===== src/rtl/core/rltt_pkg.sv =====
// shared types and constants of the redo log transaction tracker
// no dependencies
package rltt_pkg;

  localparam int ACTIVE_W = 5;
  localparam logic [ACTIVE_W-1:0] ACTIVE_MAX = 5'd31;

  localparam int OP_W = 2;
  localparam logic [OP_W-1:0] OP_BEGIN = 2'd0;
  localparam logic [OP_W-1:0] OP_END   = 2'd1;
  localparam logic [OP_W-1:0] OP_WRITE = 2'd2;

  localparam int CFG_IDX_W  = 1;
  localparam int CFG_DATA_W = 7;
  localparam logic [CFG_IDX_W-1:0] CFG_LOG_AREA = 1'b0;
  localparam logic [CFG_IDX_W-1:0] CFG_MAX_OP   = 1'b1;

  localparam int LOG_AREA_W = 7;
  localparam int MAX_OP_W   = 5;
  localparam logic [LOG_AREA_W-1:0] LOG_AREA_RESET = 7'd31;
  localparam logic [MAX_OP_W-1:0]   MAX_OP_RESET   = 5'd10;

  localparam int BLOCK_W = 32;

  typedef enum logic [2:0] {
    STAT_OK       = 3'd0,
    STAT_WAIT     = 3'd1,
    STAT_TOO_BIG  = 3'd2,
    STAT_OUTSIDE  = 3'd3,
    STAT_NO_BEGIN = 3'd4
  } status_e;

  typedef enum logic [1:0] {
    ST_IDLE   = 2'd0,
    ST_SEARCH = 2'd1,
    ST_COMMIT = 2'd2
  } state_e;

  typedef enum logic [1:0] {
    PTR_ZERO = 2'd0,
    PTR_HOLD = 2'd1,
    PTR_NEXT = 2'd2
  } ptr_sel_e;

  typedef struct packed {
    logic     accept;
    ptr_sel_e ptr_sel;
    logic     inc_active;
    logic     dec_active;
    logic     append;
    logic     clear_count;
    logic     out_load;
    logic     out_commit;
    status_e  out_status;
    logic     out_added;
    logic     out_last;
  } ctrl_cmd_t;

  typedef struct packed {
    logic begin_ok;
    logic active_zero;
    logic end_commit;
    logic write_full;
    logic search_hit;
    logic search_end;
    logic commit_end;
    logic out_free;
  } dp_stat_t;

endpackage


===== src/rtl/core/redo_log_transaction_tracker_unit.sv =====
// redo log transaction tracker: one word in at a time, results out through a register
// begin, end and refused words: result registered in the cycle after acceptance
// log write: logged table entries compared one per cycle, stopping at a hit or after the last one
// last end: one commit word per cycle while the result register frees, one per logged entry
// next word is taken once the previous one is finished and its result register frees
// reset clears counters and restores register defaults; the table needs no clearing
module redo_log_transaction_tracker_unit import rltt_pkg::*; #(
  parameter int LOG_CAPACITY = 30,
  localparam int IDX_W = $clog2(LOG_CAPACITY)
) (
  input  logic                  clk_i,
  input  logic                  rst_ni,
  input  logic                  cfg_we_i,
  input  logic [CFG_IDX_W-1:0]  cfg_idx_i,
  input  logic [CFG_DATA_W-1:0] cfg_wdata_i,
  input  logic                  in_valid_i,
  output logic                  in_ready_o,
  input  logic [OP_W-1:0]       in_operation_i,
  input  logic [BLOCK_W-1:0]    in_block_number_i,
  output logic                  out_valid_o,
  input  logic                  out_ready_i,
  output logic [2:0]            out_status_o,
  output logic                  out_newly_added_o,
  output logic                  out_commit_valid_o,
  output logic [BLOCK_W-1:0]    out_commit_block_o,
  output logic [IDX_W-1:0]      out_commit_slot_o,
  output logic                  out_last_o
);

  ctrl_cmd_t cmd;
  dp_stat_t  stat;

  rltt_ctrl u_ctrl (
    .clk_i          (clk_i),
    .rst_ni         (rst_ni),
    .in_valid_i     (in_valid_i),
    .in_ready_o     (in_ready_o),
    .in_operation_i (in_operation_i),
    .stat_i         (stat),
    .cmd_o          (cmd)
  );

  rltt_dp #(
    .LOG_CAPACITY (LOG_CAPACITY)
  ) u_dp (
    .clk_i              (clk_i),
    .rst_ni             (rst_ni),
    .cfg_we_i           (cfg_we_i),
    .cfg_idx_i          (cfg_idx_i),
    .cfg_wdata_i        (cfg_wdata_i),
    .in_block_number_i  (in_block_number_i),
    .out_ready_i        (out_ready_i),
    .cmd_i              (cmd),
    .stat_o             (stat),
    .out_valid_o        (out_valid_o),
    .out_status_o       (out_status_o),
    .out_newly_added_o  (out_newly_added_o),
    .out_commit_valid_o (out_commit_valid_o),
    .out_commit_block_o (out_commit_block_o),
    .out_commit_slot_o  (out_commit_slot_o),
    .out_last_o         (out_last_o)
  );

endmodule


===== src/rtl/core/rltt_ram.sv =====
// generic single write port ram with registered read
// no dependencies
module rltt_ram #(
  parameter int WIDTH = 32,
  parameter int DEPTH = 32,
  localparam int AW = $clog2(DEPTH)
) (
  input  logic             clk_i,
  input  logic             we_i,
  input  logic [AW-1:0]    waddr_i,
  input  logic [WIDTH-1:0] wdata_i,
  input  logic [AW-1:0]    raddr_i,
  output logic [WIDTH-1:0] rdata_o
);

  logic [WIDTH-1:0] mem_q [DEPTH];
  logic [WIDTH-1:0] rdata_q;

  always_ff @(posedge clk_i) begin
    if (we_i) begin
      mem_q[waddr_i] <= wdata_i;
    end
    rdata_q <= mem_q[raddr_i];
  end

  assign rdata_o = rdata_q;

endmodule


===== src/rtl/core/rltt_ctrl.sv =====
// controller state machine: sequences begin, end, log write and commit run
// depends on rltt_pkg
module rltt_ctrl import rltt_pkg::*; (
  input  logic            clk_i,
  input  logic            rst_ni,
  input  logic            in_valid_i,
  output logic            in_ready_o,
  input  logic [OP_W-1:0] in_operation_i,
  input  dp_stat_t        stat_i,
  output ctrl_cmd_t       cmd_o
);

  state_e state_q, state_d;
  logic   accept;

  assign in_ready_o = (state_q == ST_IDLE) && stat_i.out_free;
  assign accept     = in_valid_i && in_ready_o;

  always_ff @(posedge clk_i or negedge rst_ni) begin
    if (!rst_ni) begin
      state_q <= ST_IDLE;
    end else begin
      state_q <= state_d;
    end
  end

  always_comb begin
    state_d = state_q;
    unique case (state_q)
      ST_IDLE: begin
        if (accept) begin
          if (in_operation_i == OP_END && !stat_i.active_zero && stat_i.end_commit) begin
            state_d = ST_COMMIT;
          end else if (in_operation_i == OP_WRITE && !stat_i.write_full &&
                       !stat_i.active_zero) begin
            state_d = ST_SEARCH;
          end
        end
      end
      ST_SEARCH: begin
        if (stat_i.search_hit || stat_i.search_end) begin
          state_d = ST_IDLE;
        end
      end
      ST_COMMIT: begin
        if (stat_i.out_free && stat_i.commit_end) begin
          state_d = ST_IDLE;
        end
      end
      default: state_d = ST_IDLE;
    endcase
  end

  always_comb begin
    cmd_o            = '0;
    cmd_o.ptr_sel    = PTR_ZERO;
    cmd_o.out_status = STAT_OK;
    cmd_o.accept     = accept;
    unique case (state_q)
      ST_IDLE: begin
        if (accept) begin
          cmd_o.out_last = 1'b1;
          unique case (in_operation_i)
            OP_BEGIN: begin
              cmd_o.out_load   = 1'b1;
              cmd_o.inc_active = stat_i.begin_ok;
              cmd_o.out_status = stat_i.begin_ok ? STAT_OK : STAT_WAIT;
            end
            OP_END: begin
              if (stat_i.active_zero) begin
                cmd_o.out_load   = 1'b1;
                cmd_o.out_status = STAT_NO_BEGIN;
              end else begin
                cmd_o.dec_active = 1'b1;
                cmd_o.out_load   = !stat_i.end_commit;
              end
            end
            OP_WRITE: begin
              if (stat_i.write_full) begin
                cmd_o.out_load   = 1'b1;
                cmd_o.out_status = STAT_TOO_BIG;
              end else if (stat_i.active_zero) begin
                cmd_o.out_load   = 1'b1;
                cmd_o.out_status = STAT_OUTSIDE;
              end
            end
            default: begin
              cmd_o.out_load = 1'b1;
            end
          endcase
        end
      end
      ST_SEARCH: begin
        cmd_o.out_last = 1'b1;
        priority if (stat_i.search_hit) begin
          cmd_o.out_load = 1'b1;
        end else if (stat_i.search_end) begin
          cmd_o.append    = 1'b1;
          cmd_o.out_load  = 1'b1;
          cmd_o.out_added = 1'b1;
        end else begin
          cmd_o.ptr_sel = PTR_NEXT;
        end
      end
      ST_COMMIT: begin
        if (stat_i.out_free) begin
          cmd_o.out_load    = 1'b1;
          cmd_o.out_commit  = 1'b1;
          cmd_o.out_last    = stat_i.commit_end;
          cmd_o.clear_count = stat_i.commit_end;
          cmd_o.ptr_sel     = stat_i.commit_end ? PTR_ZERO : PTR_NEXT;
        end else begin
          cmd_o.ptr_sel = PTR_HOLD;
        end
      end
      default: begin
        cmd_o.ptr_sel = PTR_ZERO;
      end
    endcase
  end

endmodule


===== src/rtl/core/rltt_dp.sv =====
// datapath: counters, config registers, block table, output word register
// depends on rltt_pkg and rltt_ram
module rltt_dp import rltt_pkg::*; #(
  parameter int LOG_CAPACITY = 30,
  localparam int IDX_W = $clog2(LOG_CAPACITY)
) (
  input  logic                  clk_i,
  input  logic                  rst_ni,
  input  logic                  cfg_we_i,
  input  logic [CFG_IDX_W-1:0]  cfg_idx_i,
  input  logic [CFG_DATA_W-1:0] cfg_wdata_i,
  input  logic [BLOCK_W-1:0]    in_block_number_i,
  input  logic                  out_ready_i,
  input  ctrl_cmd_t             cmd_i,
  output dp_stat_t              stat_o,
  output logic                  out_valid_o,
  output logic [2:0]            out_status_o,
  output logic                  out_newly_added_o,
  output logic                  out_commit_valid_o,
  output logic [BLOCK_W-1:0]    out_commit_block_o,
  output logic [IDX_W-1:0]      out_commit_slot_o,
  output logic                  out_last_o
);

  localparam int CNT_W  = $clog2(LOG_CAPACITY + 1);
  localparam int CMP_W  = ((CNT_W > LOG_AREA_W) ? CNT_W : LOG_AREA_W) + 1;
  localparam int PROD_W = ACTIVE_W + 1 + MAX_OP_W;
  localparam int NEED_W = ((CNT_W > PROD_W) ? CNT_W : PROD_W) + 1;

  logic [LOG_AREA_W-1:0] log_area_q;
  logic [MAX_OP_W-1:0]   max_op_q;
  logic [CNT_W-1:0]      count_q;
  logic [ACTIVE_W-1:0]   active_q;
  logic [IDX_W-1:0]      ptr_q, ptr_d;
  logic [BLOCK_W-1:0]    blk_q;
  logic [BLOCK_W-1:0]    rdata;
  logic [ACTIVE_W:0]     active_p1;
  logic [NEED_W-1:0]     need;
  logic [CNT_W-1:0]      ptr_p1;

  logic                  out_valid_q;
  logic [2:0]            out_status_q;
  logic                  out_added_q;
  logic                  out_cvalid_q;
  logic [BLOCK_W-1:0]    out_block_q;
  logic [IDX_W-1:0]      out_slot_q;
  logic                  out_last_q;

  always_ff @(posedge clk_i or negedge rst_ni) begin
    if (!rst_ni) begin
      log_area_q <= LOG_AREA_RESET;
      max_op_q   <= MAX_OP_RESET;
    end else if (cfg_we_i) begin
      unique case (cfg_idx_i)
        CFG_LOG_AREA: log_area_q <= cfg_wdata_i[LOG_AREA_W-1:0];
        CFG_MAX_OP:   max_op_q   <= cfg_wdata_i[MAX_OP_W-1:0];
        default:      log_area_q <= log_area_q;
      endcase
    end
  end

  // space check for begin
  assign active_p1 = (ACTIVE_W+1)'(active_q) + (ACTIVE_W+1)'(1);
  assign need      = NEED_W'(count_q) + NEED_W'(active_p1) * NEED_W'(max_op_q);
  assign ptr_p1    = CNT_W'(ptr_q) + CNT_W'(1);

  assign stat_o.begin_ok    = (active_q != ACTIVE_MAX) && (need <= NEED_W'(LOG_CAPACITY));
  assign stat_o.active_zero = (active_q == '0);
  assign stat_o.end_commit  = (active_q == ACTIVE_W'(1)) && (count_q != '0);
  assign stat_o.write_full  = (count_q >= CNT_W'(LOG_CAPACITY)) ||
                              (CMP_W'(count_q) + CMP_W'(1) >= CMP_W'(log_area_q));
  assign stat_o.search_hit  = (count_q != '0) && (rdata == blk_q);
  assign stat_o.search_end  = (count_q == '0) || (ptr_p1 == count_q);
  assign stat_o.commit_end  = (ptr_p1 == count_q);
  assign stat_o.out_free    = !out_valid_q || out_ready_i;

  always_comb begin
    unique case (cmd_i.ptr_sel)
      PTR_ZERO: ptr_d = '0;
      PTR_HOLD: ptr_d = ptr_q;
      PTR_NEXT: ptr_d = ptr_q + IDX_W'(1);
      default:  ptr_d = '0;
    endcase
  end

  always_ff @(posedge clk_i or negedge rst_ni) begin
    if (!rst_ni) begin
      count_q  <= '0;
      active_q <= '0;
      ptr_q    <= '0;
    end else begin
      ptr_q <= ptr_d;
      if (cmd_i.clear_count) begin
        count_q <= '0;
      end else if (cmd_i.append) begin
        count_q <= count_q + CNT_W'(1);
      end
      if (cmd_i.inc_active) begin
        active_q <= active_q + ACTIVE_W'(1);
      end else if (cmd_i.dec_active) begin
        active_q <= active_q - ACTIVE_W'(1);
      end
    end
  end

  always_ff @(posedge clk_i) begin
    if (cmd_i.accept) begin
      blk_q <= in_block_number_i;
    end
  end

  rltt_ram #(
    .WIDTH (BLOCK_W),
    .DEPTH (LOG_CAPACITY)
  ) u_table (
    .clk_i   (clk_i),
    .we_i    (cmd_i.append),
    .waddr_i (count_q[IDX_W-1:0]),
    .wdata_i (blk_q),
    .raddr_i (ptr_d),
    .rdata_o (rdata)
  );

  always_ff @(posedge clk_i or negedge rst_ni) begin
    if (!rst_ni) begin
      out_valid_q <= 1'b0;
    end else if (cmd_i.out_load) begin
      out_valid_q <= 1'b1;
    end else if (out_ready_i) begin
      out_valid_q <= 1'b0;
    end
  end

  always_ff @(posedge clk_i) begin
    if (cmd_i.out_load) begin
      out_status_q <= cmd_i.out_status;
      out_added_q  <= cmd_i.out_added;
      out_cvalid_q <= cmd_i.out_commit;
      out_block_q  <= cmd_i.out_commit ? rdata : '0;
      out_slot_q   <= cmd_i.out_commit ? ptr_q : '0;
      out_last_q   <= cmd_i.out_last;
    end
  end

  assign out_valid_o        = out_valid_q;
  assign out_status_o       = out_status_q;
  assign out_newly_added_o  = out_added_q;
  assign out_commit_valid_o = out_cvalid_q;
  assign out_commit_block_o = out_block_q;
  assign out_commit_slot_o  = out_slot_q;
  assign out_last_o         = out_last_q;

endmodule

===== config.mk =====
export PLATFORM = sky130hd
export DESIGN_NAME = redo_log_transaction_tracker_unit
export DESIGN_NICKNAME = d
export VERILOG_FILES = /design/src/rtl/core/rltt_pkg.sv /design/src/rtl/core/redo_log_transaction_tracker_unit.sv /design/src/rtl/core/rltt_ram.sv /design/src/rtl/core/rltt_ctrl.sv /design/src/rtl/core/rltt_dp.sv
export SDC_FILE = /design/constraint.sdc
export NUM_CORES = 1
export LEC_CHECK = 0
export BUFFER_PORTS_ARGS = -buffer_cell sky130_fd_sc_hd__buf_4
export CORE_MARGIN = 4
export CORE_UTILIZATION = 50
export CTS_BUF_LIST = sky130_fd_sc_hd__clkbuf_8
export DETAILED_ROUTE_END_ITERATION = 10
export PLACE_DENSITY = 0.68
export SLEW_MARGIN = 20
export SYNTH_ARGS = -nofsm -noshare
export SYNTH_HDL_FRONTEND = slang
export SYNTH_SLANG_ARGS = --single-unit

===== constraint.sdc =====
create_clock -name clk_i -period 8.5 [get_ports clk_i]
set_input_delay 0.85 -clock clk_i [delete_from_list [all_inputs] [get_ports clk_i]]
set_output_delay 0.85 -clock clk_i [all_outputs]
set_load 0.005 [all_outputs]

==> results.txt <==
The final clock period utilization by the worst path is 73.1%. In the global route stage, met2 resource usage came out at 38.4%. The cell at the slowest stage of the critical path is sky130_fd_sc_hd__edfxtp_1. The reg-to-reg setup timing slack came out at 2.28 ns. The multiplexer area fraction after synthesis came out at 12.6%. The worst reg2reg path depth is 17. The initial antenna violation count is 11. The critical path goes through xnor2_1 > nand4_1 > nor3_1 > nand3_1 > and3_1 > o21ai_0 > inv_1 > ha_1 > nor2b_1 > o21ai_0 > a21o_1 > buf_4 > clkinv_2 > buf_12 > a21oi_1 > a21oi_1 > o21ai_0. After clock tree synthesis, the setup repair step added 0 buffers. Following the worst setup path forward leads to its endpoint at u_dp.u_table.rdata_o[28]$_DFF_P_. The most used flip-flop cell after synthesis is sky130_fd_sc_hd__edfxtp_1. The clock-pin transition on the worst setup and hold timing paths is 0.06 ns.

The net switching component of the power came out at 3.96 mW. At the end of routability-driven placement, the weighted congestion stood at 0.797. The global-route wire length before repair came out at 161000 microns.

The count of different cell masters after synthesis is 55. The fraction of power spent switching nets is 28.4%. In this run the standard cell core region covers 86600 sq um. The overall power after layout came out at 14.0 mW. Relative to the synthesized area, the layout overhead comes to 13.7%. The number of port buffers came out at 91.

The xor and xnor fraction of the mapped netlist area came out at 1.14%. Setup repair after global routing left no endpoint under its margin. The internal power of the cells totals 9.99 mW. Counting buffers and inverters, the worst setup path is 17 cells deep. The clock network burns 31.6% of the power. The total global routing overflow came out at 0.

The via count came out at 23300. The largest clock skew in the final design came out at 0.0552 ns. The register bit total from synthesis is 1097. The final-stage net count came out at 2699.

Across the VDD grid, the largest voltage drop is 0.217 mV. The pre-antenna-repair detailed-routing pass consisted of 5 iterations. The complex-gate fraction of the synthesized area came out at 2.46%. The leakage power of the design is 16.6 nW.

The worst flop-to-flop path startpoint is u_dp.blk_q[2]$_DFFE_PP_. The share of total power in combinational logic is 18.7%. The flow ran to the end, and the final reports show no timing, DRC or antenna violations.

Global routing consumed, over all layers together, 24.7% of the routing resources. The detailed router finished its first iteration with 2842 violations. The number of buffers created by CTS is 170.

Broken down by cell family, the worst path's largest delay share belongs to buffers and inverters. The startpoint-to-endpoint class of the critical path is reg2reg. The number of max-cap violations is 0. The synthesized instance count is 2376. The area enclosed by the die boundary is 92000 sq um. The worst register-to-register path ends at u_dp.u_table.rdata_o[28]$_DFF_P_.

The clock sink count is 1097. The kind of end point of the critical path is a flop. After synthesis, flip-flops and latches occupy 74.5% of the total area. The fraction of final layout cells with drive strength greater than 1 came out at 24.5%. No sink is reached through more buffers than the 3 on the longest clock path.

The ratio of total power to cell area is 282 nW/um^2. Summing the areas of all fa, ha and maj instances in the mapped netlist gives 2.16% of the synthesized area. The number of hold buffers added after CTS came out at 1. Data on the critical path arrives at its endpoint at 6.95 ns. Sequential cells account for 49.7% of the total power. The tightest min-delay check is of the in2reg type. The count of instances resized after the clock tree is built is 0. The mean routed wirelength per cell is 28.7 microns. TritonCTS built the clock tree. The shortest period the worst path allows is 6.22 ns.

The required time of the worst setup path is 9.23 ns. The number of global-route vias before repair came out at 23700. In this run the clock root is driven by a sky130_fd_sc_hd__clkbuf_8. The initial core utilization is 50.3%.

The simple-gate portion of the synthesized area is 5.57%. The insertion delay to the later sink of the worst-skew pair is 0.84 ns. The warning count from the yosys run is 0. The final sum of negative setup slack is 0 ns.

In this run the worst setup path begins at u_dp.blk_q[2]$_DFFE_PP_. The critical path's most frequent cell is sky130_fd_sc_hd__o21ai_0. The global-route met1 utilization is 34.6%.

The worst setup path is launched from a flop. The number of hold-slack violations in the final timing report is 0. The share of the synthesized area in the top cell type is 71.3%.

The die is 303 microns wide. The largest fanout on the critical path came out at 66. Measured along the y axis, the die boundary spans 303 microns.

The relative slew slack is 22.1%. The count of flip-flops with a built-in enable after synthesis is 1035. For the pin with the worst max-slew slack, the measured transition is 1.16 ns. The detailed-route vias per instance is 6.00. The met3 routing resource usage after global routing came out at 7.01%. The final number of max-transition violations came to 0.

92 I/O pins were placed. Sorting the synthesized cells by area gives the leading types as sky130_fd_sc_hd__edfxtp_1 71%, sky130_fd_sc_hd__mux4_2 12%, sky130_fd_sc_hd__nand2_1 2.2%, sky130_fd_sc_hd__dfxtp_1 1.5%, sky130_fd_sc_hd__ha_1 1.4%. The summed instance area of the synthesized netlist is 43600 sq um. CTS built an H-tree with a depth of 4. The timing-limited maximum frequency came out at 161 MHz. Dividing the synthesized area by the synthesized cell count gives 18.3 sq um.

The post-DP HPWL is 59100 microns. The top cell type by total area after synthesis is sky130_fd_sc_hd__edfxtp_1. The share of flip-flops with an asynchronous set or reset after synthesis came out at 2.73%. The count of unresolved DRC violations after routing is 0. After synthesis, the largest family of logic cells by area is multiplexers.

The largest stage delay on the critical path is 1.01 ns. Together, buffers and inverters on the worst path number 4. Entering global routing, the biggest net connects 72 pins. The row count is 108. The number of nets handed over by synthesis was 2488.

The final count of negative-setup-slack endpoints came out at 0. The final routed wirelength across all metal layers is 112000 microns. The busiest metal layer after global routing is met2. The residual antenna-violating net count after detailed routing came out at 0.
cells in the mapped netlist (7+ instances only):
cell type / n
sky130_fd_sc_hd__a21oi_1: 74
sky130_fd_sc_hd__and2_1: 19
sky130_fd_sc_hd__and3_1: 45
sky130_fd_sc_hd__buf_1: 22
sky130_fd_sc_hd__buf_2: 31
sky130_fd_sc_hd__clkbuf_1: 63
sky130_fd_sc_hd__dfrtp_1: 23
sky130_fd_sc_hd__dfstp_2: 7
sky130_fd_sc_hd__dfxtp_1: 32
sky130_fd_sc_hd__edfxtp_1: 1035
sky130_fd_sc_hd__fa_1: 17
sky130_fd_sc_hd__ha_1: 48
sky130_fd_sc_hd__inv_1: 52
sky130_fd_sc_hd__mux2_2: 9
sky130_fd_sc_hd__mux2i_1: 34
sky130_fd_sc_hd__mux4_2: 224
sky130_fd_sc_hd__nand2_1: 257
sky130_fd_sc_hd__nand2b_1: 7
sky130_fd_sc_hd__nand3_1: 107
sky130_fd_sc_hd__nand4_1: 12
sky130_fd_sc_hd__nor2_1: 47
sky130_fd_sc_hd__nor2b_1: 10
sky130_fd_sc_hd__nor3_1: 9
sky130_fd_sc_hd__o21ai_0: 85
sky130_fd_sc_hd__xnor2_1: 46
sky130_fd_sc_hd__xor2_1: 8
stage by stage:
step                      cells  hold slack [ns]  setup WS, ns  instance area, sq um  utilization, %
after CTS                  3886            0.148          2.21                 49500            57.2
after floorplan            2376            0.480          3.54                 43600               -
final                      3888            0.214          2.28                 49600            57.2
after global routing       3887            0.160          2.02                 49600            57.2
after global placement     3568            0.504          2.33                 46100            53.2
after detailed placement   3569            0.501          2.19                 46100            53.2
power groups by stage:
stage | sequential, mW | combinational (mW) | clock [mW]
after global placement | 7.00 | 2.56 | 0
after global routing | 6.97 | 2.87 | 4.75
final | 6.93 | 2.61 | 4.41
after detailed placement | 7.03 | 2.63 | 0
after floorplan | 6.88 | 1.74 | 0
after CTS | 6.92 | 2.64 | 4.48
cells by family (layout without fill, tap and decap cells):
kind of cell,Yosys count,count (layout)
flops,1097,1097
simple gates,530,530
mux,267,267
compound gates,192,192
buf+inv,170,525
fa+ha+maj,65,65
xor+xnor,55,55
other cells,0,2
state kept, by name, summed over array words and instances (netlist names):
signal / cells
u_dp.out_last_o: 1
u_dp.count_q: 5
u_dp.log_area_q: 7
u_dp.u_table.rdata_o: 32
u_dp.out_commit_block_o: 32
u_dp.blk_q: 32
u_dp.active_q: 5
u_dp.out_commit_slot_o: 5
u_dp.out_commit_valid_o: 1
u_dp.max_op_q: 5
u_ctrl.state_q: 2
u_dp.ptr_q: 5
u_dp.out_newly_added_o: 1
u_dp.u_table.mem_q: 960
u_dp.out_status_o: 3
u_dp.out_valid_o: 1
worst min-delay path by stage:
stage / start / endpoint / cells past startpoint
after global routing: in_block_number_i[25] / u_dp.blk_q[25]$_DFFE_PP_ / 1
after detailed placement: u_dp.log_area_q[1]$_DFFE_PN1P_ / u_dp.log_area_q[1]$_DFFE_PN1P_ / 2
after CTS: in_block_number_i[24] / u_dp.blk_q[24]$_DFFE_PP_ / 1
after floorplan: u_dp.log_area_q[1]$_DFFE_PN1P_ / u_dp.log_area_q[1]$_DFFE_PN1P_ / 2
final: in_block_number_i[22] / u_dp.blk_q[22]$_DFFE_PP_ / 1
after global placement: u_dp.log_area_q[2]$_DFFE_PN1P_ / u_dp.log_area_q[2]$_DFFE_PN1P_ / 2
cell usage in the layout (no fill, tap or decap), drive strengths merged, types with 47 or more instances in the layout:
cell type and n:
clkinv 65, nor2 47, nand2 258, mux4 224
buf 154, o21ai 85, nand3 107, edfxtp 1035
inv 107, ha 48, a21oi 74, clkbuf 190
final cells by class:
type,instances,area (sq um)
inverter,54,205
antenna,2,5.00
clock buffer,190,2620
sequential,1097,32500
fill,6350,37100
timing repair buffer,155,1270
multi-input combinational,1109,10700
tap,1155,1450
clock inverter,126,840
metal layers:
metal  routed length [microns]  vias up
met5                        11        -
met4                      2590        2
met3                     13300      202
met2                     52700     1362
met1                     43000    12000
li1                          -     9792
Note: power is estimated with default switching activity, not from simulation.
